[src/hdl/cfr_pkg.sv]
package cfr_pkg;

  // request codes
  localparam logic [2:0] REQ_INSERT = 3'd0;
  localparam logic [2:0] REQ_FREE   = 3'd1;
  localparam logic [2:0] REQ_EVICT  = 3'd2;
  localparam logic [2:0] REQ_ACCESS = 3'd3;
  localparam logic [2:0] REQ_PIN    = 3'd4;

  // result status codes
  localparam logic [1:0] STAT_OK        = 2'd0;
  localparam logic [1:0] STAT_NO_VICTIM = 2'd1;
  localparam logic [1:0] STAT_EMPTY     = 2'd2;
  localparam logic [1:0] STAT_BAD       = 2'd3;

  // victim actions
  localparam logic [1:0] ACT_DROP      = 2'd0;
  localparam logic [1:0] ACT_WRITEBACK = 2'd1;
  localparam logic [1:0] ACT_SWAP      = 2'd2;

  // one frame table entry
  typedef struct packed {
    logic valid;
    logic pinned;
    logic accessed;
    logic dirty;
    logic anon;
  } entry_t;

  // write port of the frame memory
  typedef struct packed {
    logic   we;
    entry_t data;
  } mem_wr_t;

  typedef enum logic [2:0] {
    S_CLEAR,
    S_IDLE,
    S_ACC,
    S_SWEEP,
    S_DONE
  } state_t;

endpackage

[src/hdl/cfr_ifs.sv]
interface cfr_req_if;
  logic       valid;
  logic       ready;
  logic [2:0] req_type;
  logic [5:0] frame_num;
  logic       is_anon;
  logic       is_write;
  logic       pin_value;

  modport source (output valid, req_type, frame_num, is_anon, is_write, pin_value,
                  input ready);
  modport sink (input valid, req_type, frame_num, is_anon, is_write, pin_value,
                output ready);
endinterface

interface cfr_rsp_if;
  logic       valid;
  logic       ready;
  logic [1:0] status;
  logic       victim_valid;
  logic [5:0] victim_frame;
  logic [1:0] victim_action;

  modport source (output valid, status, victim_valid, victim_frame, victim_action,
                  input ready);
  modport sink (input valid, status, victim_valid, victim_frame, victim_action,
                output ready);
endinterface

[src/hdl/clock_frame_replacement.sv]
// Second-chance (clock) frame table. Each frame's valid, pinned, accessed,
// dirty and anonymous marks live in a synchronous memory of FRAMES entries
// with one read port and one write port, so every request is a
// read-modify-write of that memory and requests are handled one at a time.
// After reset a clearing pass writes all FRAMES entries before the first
// request is accepted. An insert, free, access or pin request goes through
// the access state and then the done state before its result loads into the
// output register; a malformed request or an evict on an empty table goes
// straight to the done state. An evict scans one frame per cycle starting
// after the hand, looking at n frames, at most 2 * FRAMES when every valid
// frame is pinned, before it enters the done state. The result register
// lets the next request be accepted while a result waits to be taken; that
// request then holds its own result until the register frees.
module clock_frame_replacement #(
  parameter int FRAMES = 64
) (
  input  logic      clk,
  input  logic      rst_n,
  cfr_req_if.sink   in_ch,
  cfr_rsp_if.source out_ch
);
  import cfr_pkg::*;

  localparam int AW = $clog2(FRAMES);

  mem_wr_t       mem_wr;
  logic [AW-1:0] mem_waddr;
  logic [AW-1:0] mem_raddr;
  entry_t        rd_q;

  // request sequencer and hand sweep
  cfr_engine #(
    .FRAMES (FRAMES),
    .AW     (AW)
  ) u_engine (
    .clk       (clk),
    .rst_n     (rst_n),
    .in_ch     (in_ch),
    .out_ch    (out_ch),
    .mem_wr    (mem_wr),
    .mem_waddr (mem_waddr),
    .mem_raddr (mem_raddr),
    .rd_q      (rd_q)
  );

  // frame mark storage
  cfr_mem #(
    .FRAMES (FRAMES),
    .AW     (AW)
  ) u_mem (
    .clk   (clk),
    .wr    (mem_wr),
    .waddr (mem_waddr),
    .raddr (mem_raddr),
    .rd_q  (rd_q)
  );

endmodule

[src/hdl/cfr_mem.sv]
module cfr_mem #(
  parameter int FRAMES = 64,
  parameter int AW     = 6
) (
  input  logic              clk,
  input  cfr_pkg::mem_wr_t  wr,
  input  logic [AW-1:0]     waddr,
  input  logic [AW-1:0]     raddr,
  output cfr_pkg::entry_t   rd_q
);
  import cfr_pkg::*;

  entry_t mem [FRAMES];

  // single write port
  always_ff @(posedge clk) begin
    if (wr.we) begin
      mem[waddr] <= wr.data;
    end
  end

  // registered read port
  always_ff @(posedge clk) begin
    rd_q <= mem[raddr];
  end

endmodule

[src/hdl/cfr_engine.sv]
module cfr_engine #(
  parameter int FRAMES = 64,
  parameter int AW     = 6
) (
  input  logic              clk,
  input  logic              rst_n,
  cfr_req_if.sink           in_ch,
  cfr_rsp_if.source         out_ch,
  output cfr_pkg::mem_wr_t  mem_wr,
  output logic [AW-1:0]     mem_waddr,
  output logic [AW-1:0]     mem_raddr,
  input  cfr_pkg::entry_t   rd_q
);
  import cfr_pkg::*;

  localparam int SW = $clog2(2 * FRAMES);
  localparam int CW = $clog2(FRAMES + 1);
  localparam logic [AW-1:0] LAST_IDX  = AW'(FRAMES - 1);
  localparam logic [SW-1:0] LAST_STEP = SW'(2 * FRAMES - 1);

  state_t state_r, state_nxt;

  logic [AW-1:0] clr_addr_r;
  logic [AW-1:0] hand_r;
  logic          hand_set_r;
  logic [CW-1:0] count_r;
  logic [AW-1:0] cur_pos_r;
  logic [SW-1:0] steps_r;

  logic [2:0]    req_type_r;
  logic [AW-1:0] req_idx_r;
  logic          req_anon_r;
  logic          req_write_r;
  logic          req_pin_r;

  logic [1:0]    res_status_r;
  logic          res_vv_r;
  logic [5:0]    res_frame_r;
  logic [1:0]    res_action_r;

  logic          out_valid_r;
  logic [1:0]    out_status_r;
  logic          out_vv_r;
  logic [5:0]    out_frame_r;
  logic [1:0]    out_action_r;

  logic          accept;
  logic          in_evict;
  logic          in_bad;
  logic          in_empty;
  logic [AW-1:0] in_idx;
  logic [AW-1:0] start_pos;
  logic [AW-1:0] next_pos;
  logic          out_free;
  logic          acc_ok;
  entry_t        acc_wdata;
  logic          sweep_hit;
  logic          sweep_victim;
  logic          sweep_last;
  logic [1:0]    sweep_action;

  // request decode
  assign accept    = in_ch.valid && in_ch.ready;
  assign in_evict  = (in_ch.req_type == REQ_EVICT);
  assign in_bad    = !in_evict && ((in_ch.req_type > REQ_PIN) ||
                                   (32'(in_ch.frame_num) >= FRAMES));
  assign in_empty  = in_evict && (count_r == '0);
  assign in_idx    = AW'(in_ch.frame_num);
  assign out_free  = !out_valid_r || out_ch.ready;

  // hand arithmetic, wrapping at the table size
  assign start_pos = (!hand_set_r || hand_r == LAST_IDX) ? '0 : hand_r + 1'b1;
  assign next_pos  = (cur_pos_r == LAST_IDX) ? '0 : cur_pos_r + 1'b1;

  // read-modify decision for single-frame requests
  always_comb begin
    acc_ok    = rd_q.valid;
    acc_wdata = rd_q;
    case (req_type_r)
      REQ_INSERT: begin
        acc_ok    = !rd_q.valid;
        acc_wdata = '0;
        acc_wdata.valid = 1'b1;
        acc_wdata.anon  = req_anon_r;
      end
      REQ_FREE: begin
        acc_wdata = '0;
      end
      REQ_ACCESS: begin
        acc_wdata.accessed = 1'b1;
        acc_wdata.dirty    = rd_q.dirty | req_write_r;
      end
      default: begin
        acc_wdata.pinned = req_pin_r;
      end
    endcase
  end

  // sweep decision on the entry under the scan position
  assign sweep_hit    = rd_q.valid && !rd_q.pinned;
  assign sweep_victim = sweep_hit && !rd_q.accessed;
  assign sweep_last   = (steps_r == LAST_STEP);
  assign sweep_action = rd_q.anon ? ACT_SWAP : (rd_q.dirty ? ACT_WRITEBACK : ACT_DROP);

  // next state
  always_comb begin
    state_nxt = state_r;
    unique case (state_r)
      S_CLEAR: if (clr_addr_r == LAST_IDX) state_nxt = S_IDLE;
      S_IDLE: begin
        if (accept) begin
          if (in_bad || in_empty) state_nxt = S_DONE;
          else if (in_evict)      state_nxt = S_SWEEP;
          else                    state_nxt = S_ACC;
        end
      end
      S_ACC:   state_nxt = S_DONE;
      S_SWEEP: if (sweep_victim || sweep_last) state_nxt = S_DONE;
      S_DONE:  if (out_free) state_nxt = S_IDLE;
      default: state_nxt = S_CLEAR;
    endcase
  end

  // outputs: handshake and memory ports
  always_comb begin
    in_ch.ready = 1'b0;
    mem_wr      = '0;
    mem_waddr   = cur_pos_r;
    mem_raddr   = cur_pos_r;
    unique case (state_r)
      S_CLEAR: begin
        mem_wr.we = 1'b1;
        mem_waddr = clr_addr_r;
      end
      S_IDLE: begin
        in_ch.ready = 1'b1;
        mem_raddr   = in_evict ? start_pos : in_idx;
      end
      S_ACC: begin
        mem_wr.we   = acc_ok;
        mem_wr.data = acc_wdata;
        mem_waddr   = req_idx_r;
      end
      S_SWEEP: begin
        mem_raddr = next_pos;
        mem_wr.we = sweep_hit;
        if (!sweep_victim) begin
          mem_wr.data = rd_q;
          mem_wr.data.accessed = 1'b0;
        end
      end
      S_DONE: begin
      end
      default: begin
      end
    endcase
  end

  // control state
  always_ff @(posedge clk) begin
    if (!rst_n) begin
      state_r     <= S_CLEAR;
      clr_addr_r  <= '0;
      hand_r      <= '0;
      hand_set_r  <= 1'b0;
      count_r     <= '0;
      out_valid_r <= 1'b0;
    end else begin
      state_r <= state_nxt;
      if (state_r == S_CLEAR) clr_addr_r <= clr_addr_r + 1'b1;
      if (state_r == S_ACC && acc_ok) begin
        if (req_type_r == REQ_INSERT)    count_r <= count_r + 1'b1;
        else if (req_type_r == REQ_FREE) count_r <= count_r - 1'b1;
      end
      if (state_r == S_SWEEP && sweep_victim) begin
        count_r    <= count_r - 1'b1;
        hand_r     <= cur_pos_r;
        hand_set_r <= 1'b1;
      end
      if (state_r == S_DONE && out_free) out_valid_r <= 1'b1;
      else if (out_ch.ready)             out_valid_r <= 1'b0;
    end
  end

  // request, scan and result payload
  always_ff @(posedge clk) begin
    if (state_r == S_IDLE && accept) begin
      req_type_r   <= in_ch.req_type;
      req_idx_r    <= in_idx;
      req_anon_r   <= in_ch.is_anon;
      req_write_r  <= in_ch.is_write;
      req_pin_r    <= in_ch.pin_value;
      cur_pos_r    <= start_pos;
      steps_r      <= '0;
      res_status_r <= in_bad ? STAT_BAD : STAT_EMPTY;
      res_vv_r     <= 1'b0;
      res_frame_r  <= '0;
      res_action_r <= ACT_DROP;
    end
    if (state_r == S_ACC) begin
      res_status_r <= acc_ok ? STAT_OK : STAT_BAD;
    end
    if (state_r == S_SWEEP) begin
      cur_pos_r <= next_pos;
      steps_r   <= steps_r + 1'b1;
      if (sweep_victim) begin
        res_status_r <= STAT_OK;
        res_vv_r     <= 1'b1;
        res_frame_r  <= 6'(cur_pos_r);
        res_action_r <= sweep_action;
      end else if (sweep_last) begin
        res_status_r <= STAT_NO_VICTIM;
      end
    end
    if (state_r == S_DONE && out_free) begin
      out_status_r <= res_status_r;
      out_vv_r     <= res_vv_r;
      out_frame_r  <= res_frame_r;
      out_action_r <= res_action_r;
    end
  end

  assign out_ch.valid         = out_valid_r;
  assign out_ch.status        = out_status_r;
  assign out_ch.victim_valid  = out_vv_r;
  assign out_ch.victim_frame  = out_frame_r;
  assign out_ch.victim_action = out_action_r;

  // frame count never exceeds the table
  a_count_bound: assert property (@(posedge clk) disable iff (!rst_n)
    count_r <= CW'(FRAMES))
    else $error("frame count above table size");

  // no memory write while waiting for a request or a result slot
  a_no_idle_write: assert property (@(posedge clk) disable iff (!rst_n)
    (state_r == S_IDLE || state_r == S_DONE) |-> !mem_wr.we)
    else $error("memory write outside an active request");

  // the sweep ends by the end of its second round at the latest
  a_sweep_bound: assert property (@(posedge clk) disable iff (!rst_n)
    (state_r == S_SWEEP && sweep_last) |=> state_r != S_SWEEP)
    else $error("sweep ran past two rounds");

  // a chosen victim moves the hand onto it
  a_hand_moves: assert property (@(posedge clk) disable iff (!rst_n)
    (state_r == S_SWEEP && sweep_victim) |=> hand_set_r && hand_r == $past(cur_pos_r))
    else $error("hand not moved to victim");

  // a reported victim always comes with ok status
  a_victim_ok: assert property (@(posedge clk) disable iff (!rst_n)
    (out_valid_r && out_vv_r) |-> out_status_r == STAT_OK)
    else $error("victim reported with error status");

endmodule
[src/flat_wrapper.sv]
// flat-port wrapper written by rule: the top's interface ports become plain ports
module clock_frame_replacement_flat import cfr_pkg::*;
#(
  parameter int FRAMES = 64
)
  (clk, rst_n, in_ch_valid, in_ch_req_type, in_ch_frame_num, in_ch_is_anon, in_ch_is_write, in_ch_pin_value, in_ch_ready, out_ch_valid, out_ch_status, out_ch_victim_valid, out_ch_victim_frame, out_ch_victim_action, out_ch_ready);
  cfr_req_if in_ch_i ();
  cfr_rsp_if out_ch_i ();
  input  logic clk;
  input  logic rst_n;
  input wire logic [$bits(in_ch_i.valid)-1:0] in_ch_valid;
  input wire logic [$bits(in_ch_i.req_type)-1:0] in_ch_req_type;
  input wire logic [$bits(in_ch_i.frame_num)-1:0] in_ch_frame_num;
  input wire logic [$bits(in_ch_i.is_anon)-1:0] in_ch_is_anon;
  input wire logic [$bits(in_ch_i.is_write)-1:0] in_ch_is_write;
  input wire logic [$bits(in_ch_i.pin_value)-1:0] in_ch_pin_value;
  output wire logic [$bits(in_ch_i.ready)-1:0] in_ch_ready;
  output wire logic [$bits(out_ch_i.valid)-1:0] out_ch_valid;
  output wire logic [$bits(out_ch_i.status)-1:0] out_ch_status;
  output wire logic [$bits(out_ch_i.victim_valid)-1:0] out_ch_victim_valid;
  output wire logic [$bits(out_ch_i.victim_frame)-1:0] out_ch_victim_frame;
  output wire logic [$bits(out_ch_i.victim_action)-1:0] out_ch_victim_action;
  input wire logic [$bits(out_ch_i.ready)-1:0] out_ch_ready;
  assign in_ch_i.valid = in_ch_valid;
  assign in_ch_i.req_type = in_ch_req_type;
  assign in_ch_i.frame_num = in_ch_frame_num;
  assign in_ch_i.is_anon = in_ch_is_anon;
  assign in_ch_i.is_write = in_ch_is_write;
  assign in_ch_i.pin_value = in_ch_pin_value;
  assign in_ch_ready = in_ch_i.ready;
  assign out_ch_valid = out_ch_i.valid;
  assign out_ch_status = out_ch_i.status;
  assign out_ch_victim_valid = out_ch_i.victim_valid;
  assign out_ch_victim_frame = out_ch_i.victim_frame;
  assign out_ch_victim_action = out_ch_i.victim_action;
  assign out_ch_i.ready = out_ch_ready;
  clock_frame_replacement #(.FRAMES(FRAMES)) u_core (.clk(clk), .rst_n(rst_n), .in_ch(in_ch_i), .out_ch(out_ch_i));
endmodule
[config.mk]
export PLATFORM = sky130hd
export DESIGN_NAME = clock_frame_replacement_flat
export DESIGN_NICKNAME = d
export VERILOG_FILES = /design/src/hdl/cfr_pkg.sv /design/src/hdl/cfr_ifs.sv /design/src/hdl/clock_frame_replacement.sv /design/src/hdl/cfr_mem.sv /design/src/hdl/cfr_engine.sv /design/src/flat_wrapper.sv
export SDC_FILE = /design/constraint.sdc
export NUM_CORES = 1
export LEC_CHECK = 0
export BUFFER_PORTS_ARGS = -buffer_cell sky130_fd_sc_hd__buf_2
export CAP_MARGIN = 20
export CORE_ASPECT_RATIO = 0.5
export CORE_MARGIN = 2
export CORE_UTILIZATION = 45
export CTS_BUF_LIST = sky130_fd_sc_hd__clkbuf_8
export CTS_CLUSTER_DIAMETER = 30
export DETAILED_ROUTE_END_ITERATION = 10
export GPL_ROUTABILITY_DRIVEN = 0
export PLACE_DENSITY = 0.68
export SETUP_SLACK_MARGIN = 0.15
export SYNTH_ARGS = -nofsm -noshare
export SYNTH_HDL_FRONTEND = slang
export SYNTH_SLANG_ARGS = --single-unit
[constraint.sdc]
create_clock -name clk -period 3.15 [get_ports clk]
set_input_delay 0.1575 -clock clk [delete_from_list [all_inputs] [get_ports clk]]
set_output_delay 0.1575 -clock clk [all_outputs]
set_load 0.005 [all_outputs]
## After elaboration in Yosys (flattened, before gate mapping)

Memory sizes are Yosys's and may differ from the RTL's. A register that Yosys moved wholly into a read port is not among the register bits.
Index checks and enable logic that the tools add are counted.

- Memories: 1
- Input bits: 16
- Logic and storage cells: 125
- Flip-flop bits (word level): 71
- Bits in writable memories: 320
- Output and inout port bits: 13

Memories:

| memory | words | width | read ports | clocked after memory_dff | write ports | RTL line | text |
|---|---|---|---|---|---|---|---|
| u_core.u_mem.mem | 64 | 5 | 1 | 1 | 1 | cfr_mem.sv:13 | `entry_t mem [FRAMES];` |

- Reductions and logical operators: 29
- Muxes and demuxes: 51
- Add/subtract/negate cells: 6
- Bitwise operators: 1
- Magnitude comparators: 1
- Equal/unequal tests: 15

Operators with widths:

| cell | number |
|---|---|
| two-way mux 6 bit | 8 |
| two-way mux 7 bit | 6 |
| case mux 6 bit (2 select lines) | 2 |
| two-way mux 2 bit | 10 |
| adder 6 x 1 -> 6 bit, second input constant | 3 |
| == test 6 bit, second input constant | 3 |
| two-way mux 3 bit | 5 |
| case mux 3 bit (5 select lines) | 1 |
| adder 7 x 1 -> 7 bit, second input constant | 2 |
| == test 3 x 2 -> 1 bit, second input constant | 4 |
| two-way mux 1 bit | 12 |
| case mux 5 bit (2 select lines) | 1 |
| logical AND 1 bit | 9 |
| != test 2 bit, second input constant | 4 |
| == test 7 bit, second input constant | 1 |
| logical NOT 7 bit | 1 |
| subtractor 7 x 1 -> 7 bit, second input constant | 1 |
| == test 3 x 1 -> 1 bit, second input constant | 2 |
| logical NOT 1 bit | 6 |
| logical NOT 3 bit | 2 |
| case mux 1 bit (2 select lines) | 3 |
| nonzero test 2 bit | 3 |
| two-way mux 5 bit | 1 |
| logical OR 1 bit | 4 |
| other kinds (9) | 9 |

## Longest topological paths before layout

Gate-level depths: netlist (run 1).

- Word-level depth: 9
- Mapped depth: 14
- Gate-level depth less buffers: 10

## By module

From an unflattened synthesis (run 1), not the netlist that was laid out.

- Cell total of the unflattened synthesis: 984
- Area, all modules: 16334.4 µm²

By module, submodules not included:

| module | cells each | times used | seq. area each (µm²) | area each (µm²) |
|---|---|---|---|---|
| cfr_mem | 610 | 1 | 9709.3 | 12768.5 |
| cfr_engine | 374 | 1 | 1781.7 | 3565.9 |

## Worst setup path after synthesis (run 1)

Ideal clock, no wire load.

- Kind: reg-to-reg
- From: register u_core.u_engine.cur_pos_r[0]
- To: register, netlist name u_core.u_mem.rd_q[0]
- Stages on the path, launching flop included: 13
- Clock period less this slack: 2.866 ns
- Setup slack: 0.284 ns
- Buffers on the path: 3
- Setup time: 0.132 ns
- Required time: 3.018 ns
- Arrival time: 2.734 ns
- Path through: edfxtp_1 -> ha_1 -> and4_1 -> a211o_1 -> o311a_1 -> buf_6 -> buf_8 -> buf_4 -> a211oi_1 -> a32oi_1 -> o2bb2ai_1 -> o41ai_1 -> o211ai_1

- Cells in the longest elaborated chain, start to end: 3
- Elaborated cells between the ends (all ways): 4
- Classes of those cells: 1 x add/sub; 1 x eq/ne; 2 x mux

RTL lines:

| item | RTL line | text |
|---|---|---|
| start: declaration | cfr_engine.sv:27 | `logic [AW-1:0] cur_pos_r;` |
| start signal: assignment | cfr_engine.sv:193 | `cur_pos_r <= start_pos;` |
| start signal: assignment | cfr_engine.sv:204 | `cur_pos_r <= next_pos;` |
| adder 6 x 1 -> 6 bit or == test 6 bit (tied branches) | cfr_engine.sv:73 | `assign next_pos = (cur_pos_r == LAST_IDX) ? '0 : cur_pos_r + 1'b1;` |
| two-way mux 6 bit | cfr_engine.sv:73 |  |
| case mux 6 bit (2 select lines) * | cfr_engine.sv:130 | `unique case (state_r)` |

Every way passes the cells marked *; elsewhere a longest branch is shown, timed or not.
A chain may end at the register's enable or synchronous reset.

## Final worst setup path (run 1)

- From: register u_core.u_engine.cur_pos_r[0]
- To: register, netlist name u_core.u_mem.rd_q[3]

- Cells in the longest elaborated chain, start to end: 3
- Elaborated cells between the ends (all ways): 4
- Classes of those cells: 1 x add/sub; 1 x eq/ne; 2 x mux

RTL lines:

| item | RTL line |
|---|---|
| adder 6 x 1 -> 6 bit or == test 6 bit (tied branches) | cfr_engine.sv:73 |
| two-way mux 6 bit | cfr_engine.sv:73 |
| case mux 6 bit (2 select lines) * | cfr_engine.sv:130 |

Marks and branches as above.

==> results of run 1 <==
[timing repair]
| item | CTS | global route |
|---|---|---|
| setup endpoints to repair | 3 | 30 |
| buffers inserted | 0 | 9 |
| pin swaps | 1 | 6 |
| hold buffers | 15 | 0 |
| resized for setup | 3 | 21 |
| cloned | 2 | 0 |
| endpoints found under the hold margin | 19 | 0 |
[per-stage QoR]
| step | area [µm²] | hold WS, ns | util [%] |
|---|---|---|---|
| floorplan | 16930 | 0.2564 | - |
| global placement | 18340 | 0.3398 | 49.26 |
| detailed placement | 18340 | 0.3414 | 49.26 |
| CTS | 19810 | 0.2275 | 53.22 |
| global route | 19980 | 0.2265 | 53.68 |
| finish | 19980 | 0.2498 | 53.68 |
[worst max path at each step]
| stage | start | to | slack [ns] | depth (start not counted) |
|---|---|---|---|---|
| after CTS | u_core.u_engine.cur_pos_r[0] | u_core.u_mem.rd_q[3] | 0.11 | 12 |
| final | u_core.u_engine.cur_pos_r[0] | u_core.u_mem.rd_q[3] | 0.13 | 12 |
| after global routing | u_core.u_engine.state_r[1] | u_core.u_mem.mem[22][2] | 0.03 | 6 |
| after global placement | in_ch_req_type[0] | u_core.u_mem.rd_q[4] | 0.07 | 10 |
| after floorplan | u_core.u_engine.cur_pos_r[0] | u_core.u_mem.rd_q[0] | 0.28 | 12 |
| after detailed placement | in_ch_req_type[0] | u_core.u_mem.rd_q[0] | 0.03 | 10 |
[Yosys cell counts, types with 3 or more instances]
| library cell | number |
|---|---|
| and2_1 | 12 |
| nor2_1 | 96 |
| nand3_1 | 68 |
| nand2b_1 | 5 |
| edfxtp_1 | 356 |
| o21a_1 | 4 |
| and4_1 | 4 |
| xnor2_1 | 10 |
| nand4_1 | 17 |
| nor3_1 | 20 |
| nor2b_1 | 5 |
| a311oi_1 | 8 |
| buf_2 | 22 |
| xor2_1 | 9 |
| nor4_1 | 4 |
| o2111ai_1 | 5 |
| inv_1 | 11 |
| clkbuf_1 | 24 |
| a21boi_0 | 12 |
| o211ai_1 | 13 |
| nand2_1 | 211 |
| mux2i_1 | 116 |
| buf_1 | 3 |
| a31oi_1 | 3 |
| o21ai_0 | 27 |
| o221ai_1 | 5 |
| a21o_1 | 6 |
| a2111oi_0 | 3 |
| or3_1 | 9 |
| buf_4 | 9 |
| dfxtp_1 | 40 |
| o21ai_1 | 3 |
| buf_6 | 6 |
| a32oi_1 | 8 |
| ha_1 | 6 |
| a32o_1 | 6 |
| o22ai_1 | 14 |
| and3_1 | 11 |
| a21oi_1 | 30 |
| a211oi_1 | 7 |
| mux2_2 | 9 |
[kinds of logic after synthesis]
kind of cell / after synthesis
muxes: 125
adders and majority gates: 6
DFF: 396
xor gates and xnor gates: 19
and+or+nand+nor: 483
buffers and inverters: 78
AOI/OAI and AO/OA: 180
[power by group through the flow]
stage | combinational, mW | clock [mW] | sequential (mW)
2_1_floorplan | 1.34 | 0 | 6.17
3_3_place_gp | 2.05 | 0 | 6.24
3_5_place_dp | 2.09 | 0 | 6.25
4_1_cts | 2.16 | 4.49 | 6.14
5_1_grt | 2.43 | 4.74 | 6.17
6_report | 2.28 | 4.43 | 6.15
[registers in the layout (all words and copies together) (netlist names)]
name / cells
u_core.u_engine.res_action_r: 2
u_core.u_engine.state_r: 3
u_core.u_mem.rd_q: 5
u_core.u_engine.req_pin_r: 1
u_core.u_engine.cur_pos_r: 6
u_core.u_engine.hand_r: 6
u_core.u_engine.req_write_r: 1
u_core.u_engine.req_idx_r: 6
u_core.u_engine.out_ch.victim_frame: 6
u_core.u_engine.req_anon_r: 1
u_core.u_engine.steps_r: 7
u_core.u_engine.out_ch.valid: 1
u_core.u_engine.res_vv_r: 1
u_core.u_engine.hand_set_r: 1
u_core.u_engine.clr_addr_r: 6
u_core.u_engine.res_frame_r: 6
u_core.u_engine.out_ch.status: 2
u_core.u_engine.req_type_r: 3
u_core.u_engine.out_ch.victim_valid: 1
u_core.u_engine.res_status_r: 2
u_core.u_mem.mem: 320
u_core.u_engine.count_r: 7
u_core.u_engine.out_ch.victim_action: 2
[area by class of cell]
type,count,area [µm²],share of cell area [%]
inverters,12,45.04,0.2254
clock inverters,43,301.5,1.509
multi-input cells,813,5117,25.61
well taps,494,618.1,3.093
repair buffers,164,1458,7.295
flip-flops and latches,396,11490,57.51
clock buffers,69,949.7,4.753
[layer usage]
| layer | vias to the layer above | global-route usage [%] |
|---|---|---|
| met5 | - | 0 |
| met4 | 0 | 6.942 |
| met3 | 92 | 7.193 |
| met1 | 5619 | 31.41 |
| li1 | 5187 | - |
| met2 | 658 | 34.41 |
[worst max-delay path, stage by stage, from the launching register on]
cell	delay [ns]
edfxtp_1	0.37
ha_2	0.18
buf_4	0.14
nand4_1	0.11
o2111ai_1	0.24
o211ai_1	0.25
or2_4	0.35
buf_4	0.19
a211oi_1	0.33
a311oi_2	0.11
o21ai_1	0.34
buf_4	0.18
and4_1	0.17
==> impl_metrics.tcl, run 1 <==
set metrics [dict create \
    synthMuxAreaShare_pct 7.456 \
    die_width_um 278.3 \
    rows 50 \
    synth_edf_count 356 \
    yosysTopAreaCellShare_pct 63.14 \
    drc_errors 0 \
    cp_max_fo 7 \
    synth_xor_area_share_pct 0.9829 \
    setup_slack_ns 0.1341 \
    startpoint_type "register" \
    nFillCells 2995 \
    arrival_ns 3.59 \
    clock_sinks 396 \
    setup_violations 0 \
    die_area_um2 39290 \
    synthAdderAreaFrac_pct 0.4434 \
    switching_power_mw 3.657 \
    synth-compound-area-share_pct 7.700 \
    cap_violations 0 \
    dp_cells 1853 \
    core_um2 37220 \
    clkLatencyLatePin_ns 0.63 \
    top_layer "met4" \
    grt_setup_unrepaired "yes" \
    r2r-end "u_core.u_mem.rd_q[3]" \
    hp-class "in2reg" \
    rrSetupSlack_ns 0.13 \
    io_pins 29 \
    dpl.hpwl_mm 28.48 \
    holdCritStartpoint "in_ch_pin_value" \
    r2r-start "u_core.u_engine.cur_pos_r[0]" \
    synthFlopType "edfxtp_1" \
    wl_per_cell_um 22.24 \
    hold_viol_final 0 \
    comb_power_share_pct 17.7 \
    synth_top_family_by_area "simple AND/OR/NAND/NOR gates" \
    cp.required_ns 3.72 \
    ir_drop_v 0.0002619 \
    relSlewSlack_pct 48.83 \
    drt_iter0_markers 1378 \
    cts-buffers-inserted 67 \
    skew_ns 0.03799 \
    synth_cells 1287 \
    drt-pass1-iter-count 6 \
    grt.total_usage_pct 22.72 \
    postRouteAntennaNets 0 \
    port_buffers 28 \
    setup_tns_ns 0 \
    place_ws_ns 0.03077 \
    cp-end-kind "register" \
    final_nets 1476 \
    status "completed" \
    ys_ff_latch 396 \
    antenna_found_initial 0 \
    finalNonFillerCells 1991 \
    met2_length_mm 19.81 \
    path_clk_slew_ns 0.06 \
    synth_area_leader_cell "edfxtp_1" \
    overflow 0 \
    clk_path_buf_depth 3 \
    holdPathStages 2 \
    async_flop_share_pct 0 \
    drt-total-wl_mm 44.27 \
    fin_crit_sh_pct 95.74 \
    cts-htree-levels 3 \
    routed-wl-met3_mm 4.932 \
    clkPwrFrac_pct 34.5 \
    vias 11560 \
    tritoncts "yes" \
    start_util_pct 45.49 \
    areaGrowthSynthToFinish_pct 18.02 \
    fin_crit_ns 3.016 \
    mappedNetlistArea_um2 16930 \
    power.total_mw 12.86 \
    yosysUniqueCellTypes 78 \
    seqPwrFrac_pct 47.8 \
    grt_max_degree 65 \
    yosysWarningCount 0 \
    synth_area_leaders "edfxtp_1, mux2i_1, dfxtp_1" \
    synth-simple-area-share_pct 13.06 \
    finalMaxSlewViolations 0 \
    reg2reg_depth 12 \
    layout_commonest_cell "edfxtp_1" \
    cts_root_buf "clkbuf_8" \
    die_h_um 141.2 \
    hold-path-endpoint "u_core.u_engine.req_pin_r" \
    max_slew.worst_pin.slew_ns 0.7675 \
    yosysSeqAreaShare_pct 67.87 \
    antenna_cells 0 \
    worstSetupPathType "reg2reg" \
    wl_met1_mm 18.54 \
    grt_pass1_wl_mm 67.05 \
    avgSynthCellArea_um2 13.16 \
    intPower_mw 9.200 \
    p_per_area_nw_per_um2 643.4 \
    swShare_pct 28.44 \
    grt_pass1_vias 11080 \
    drive_gt1_share_pct 18.90 \
    max_freq_ghz 0.3316 \
    viasPerCell 5.804 \
    synth_nets 1309 \
    final_cell_mix "edfxtp_1, nand2_1, mux2i_1" \
    leakagePower_nw 6.998 \
]
No activity file was read; power rests on OpenSTA's default activity.
==> run 2, diff against run 1 <==
--- a/config.mk
+++ b/config.mk
@@ -5,6 +5,7 @@
 export SDC_FILE = /design/constraint.sdc
 export NUM_CORES = 1
 export LEC_CHECK = 0
+export ABC_AREA = 1
 export BUFFER_PORTS_ARGS = -buffer_cell sky130_fd_sc_hd__buf_2
 export CAP_MARGIN = 20
 export CORE_ASPECT_RATIO = 0.5
==> constraint.sdc (replaced) <==
create_clock -name clk -period 3.15 [get_ports clk]
set_input_delay 0.315 -clock clk [delete_from_list [all_inputs] [get_ports clk]]
set_output_delay 0.315 -clock clk [all_outputs]
set_load 0.005 [all_outputs]
==> run 2 against run 1 <==
Effect of this change: count of clock-buffer cells in the layout did not move; global-route usage down 0.84 points; clock skew up 0.0036 ns; total power is 53% higher; critical path type unchanged; largest cell class unchanged.
==> impl_metrics.tcl, run 2 <==
set metrics [dict create \
    nFillCells 3351 \
    place_area_um2 19050 \
    synth_edf_count 356 \
    mappedNetlistArea_um2 17950 \
    skew_ns 0.04163 \
    die_area_um2 41590 \
    arrival_ns 3.21 \
    worstSetupPathType "reg2reg" \
    grt_max_degree 101 \
    fin_crit_ns 2.948 \
    holdCritStartpoint "rst_n" \
    antenna_found_initial 0 \
    clkLatencyLatePin_ns 0.63 \
    clkPwrFrac_pct 23.5 \
    post_cts_buffers 0 \
    cp_max_fo 11 \
    clk_path_buf_depth 3 \
    cap_violations 0 \
    startpoint "u_core.u_engine.state_r[0]" \
    intPower_mw 11.52 \
    async_flop_share_pct 0 \
    swShare_pct 41.55 \
    cts-buffers-inserted 66 \
    finalNonFillerCells 2431 \
    start_util_pct 45.88 \
    drc_errors 0 \
    holdPathStages 3 \
    hold_ws_ns 0.09158 \
    antenna_cells 0 \
    grt_pass1_vias 12230 \
    setup_violations 0 \
    final_nets 1876 \
    biggestRegsByFlops "u_core.u_mem.mem: 320 flops, u_core.u_engine.count_r: 7 flops, u_core.u_engine.steps_r: 7 flops" \
    hold_viol_final 0 \
    grt_setup_unrepaired "yes" \
    grt.total_usage_pct 21.88 \
    p_per_area_nw_per_um2 959.9 \
    yosysSeqAreaShare_pct 64.03 \
    max_freq_ghz 0.3392 \
    clock_sinks 396 \
    avgSynthCellArea_um2 10.10 \
    drt-pass1-iter-count 6 \
    ys_ff_latch 396 \
    ir_drop_v 0.0007183 \
    yosysWarningCount 0 \
    relSlewSlack_pct 38.71 \
    vias 13040 \
    cp.required_ns 3.41 \
    yosysUniqueCellTypes 46 \
    die_h_um 145.2 \
    yosysTopAreaCellShare_pct 59.57 \
    dpl.hpwl_mm 28.20 \
    postRouteAntennaNets 0 \
    layout_commonest_cell "nand3_1" \
    drt_iter0_markers 1454 \
    port_buffers 28 \
    overflow 0 \
    dp_cells 2303 \
    largest_reg_flops 320 \
    max_slew.worst_pin.slew_ns 0.9194 \
    io_pins 29 \
    core_um2 39120 \
    cts-htree-levels 3 \
    final_cell_area_um2 20540 \
    largest_register "u_core.u_mem.mem" \
    rrSetupSlack_ns 0.20 \
    areaGrowthSynthToFinish_pct 14.45 \
    leakagePower_nw 8.306 \
    synth_nets 1798 \
    synth.top_cells.by_count "nand3_1, edfxtp_1, nand2_1" \
    comb_power_share_pct 41.3 \
    switching_power_mw 8.192 \
    hold-path-endpoint "u_core.u_engine.count_r[6]" \
    hp-class "in2reg" \
    synth_cells 1776 \
    startpoint_type "register" \
    synthFlopType "edfxtp_1" \
    final_cell_mix "nand3_1, edfxtp_1, nand2_1" \
    finalMaxSlewViolations 0 \
    wl_per_cell_um 18.70 \
    fin_crit_sh_pct 93.59 \
    synth_area_leaders "edfxtp_1, nand3_1, nand2_1" \
    cp-end-kind "register" \
    status "completed" \
    die_width_um 286.4 \
    drive_gt1_share_pct 11.42 \
    setup_tns_ns 0 \
    cts_root_buf "clkbuf_8" \
    viasPerCell 5.365 \
    seqPwrFrac_pct 35.2 \
    drt-total-wl_mm 45.45 \
    synth_area_leader_cell "edfxtp_1" \
    r2r-start "u_core.u_engine.state_r[0]" \
    path_clk_slew_ns 0.06 \
    reg2reg_depth 9 \
    grt_pass1_wl_mm 69.62 \
    r2r-end "u_core.u_mem.mem[0][1]" \
    tritoncts "yes" \
    rows 51 \
    yosys.cell_count.top_type "nand3_1" \
]
-- run 2: cell count changes after synthesis, sizes merged, moves of 16 or more --
cell,change
clkbuf,+18
inv,+269
mux2i,-116
nand2,+88
nand3,+297
nand3b,+98
nor2,+16
-- run 2: final cells by class --
class	instances	area, µm²	area share (%)
Sequential cell	396	11490	55.95
Multi-Input combinational cell	1011	5121	24.93
Inverter	282	1061	5.166
Clock buffer	69	949.7	4.624
Timing Repair Buffer	97	878.3	4.277
Tap cell	530	663.1	3.229
Clock inverter	46	374.1	1.822
-- run 2: critical path, stage by stage (launching register included) --
cell and delay [ns]:
dfxtp_1 0.35, nor2_2 0.14, inv_2 0.08, nor2_4 0.22
inv_1 0.17, nor2_1 0.28, inv_1 0.08, nand3_1 0.37
nand2_1 0.43, nor2_1 0.46
-- run 2: how the worst max path moves through the flow --
stage,end,slack [ns]
2_1_floorplan,u_core.u_mem.mem[0][2],0.21
4_1_cts,u_core.u_mem.mem[17][4],0.17
5_1_grt,u_core.u_mem.mem[40][3],0.06
6_report,u_core.u_mem.mem[0][1],0.20
3_5_place_dp,u_core.u_mem.mem[17][1],0.18
3_3_place_gp,u_core.u_mem.mem[9][1],0.30
-- run 2: power groups by stage --
stage / clock, mW / combinational [mW] / sequential, mW
detailed placement: 0 / 7.91 / 7.04
global route: 4.92 / 8.80 / 6.97
floorplan: 0 / 5.04 / 6.95
global placement: 0 / 7.88 / 7.03
finish: 4.63 / 8.15 / 6.94
CTS: 4.70 / 7.95 / 6.93
-- run 2: kinds of logic after synthesis --
family	after synthesis	synth area share [%]
flops	396	64.03
simple gates	901	23.96
compound gates	98	3.193
fa+ha+maj	6	0.4183
xor+xnor	6	0.2928
buf+inv	369	8.108
-- run 2: layer usage --
layer	GRT usage (%)	vias up	wire length, µm
li1	-	6187	-
met1	31.06	6145	19800
met2	33.51	620	20270
met3	5.173	91	4345
met4	6.257	0	1038
met5	0	-	0
-- run 2: through the flow --
stage	setup slack (ns)	utilization [%]	total power, mW
2_1_floorplan	0.2095	-	11.99
3_3_place_gp	0.2978	48.70	14.91
3_5_place_dp	0.1837	48.70	14.95
4_1_cts	0.1712	52.41	19.57
5_1_grt	0.06332	52.51	20.70
6_report	0.2019	52.51	19.71
-- run 2: what timing repair did --
| action | in CTS | in global routing |
|---|---|---|
| endpoints found under the hold margin | 13 | 0 |
| hold buffers | 13 | 0 |
| endpoints found under the setup margin | 0 | 208 |
| resized for setup | 0 | 13 |
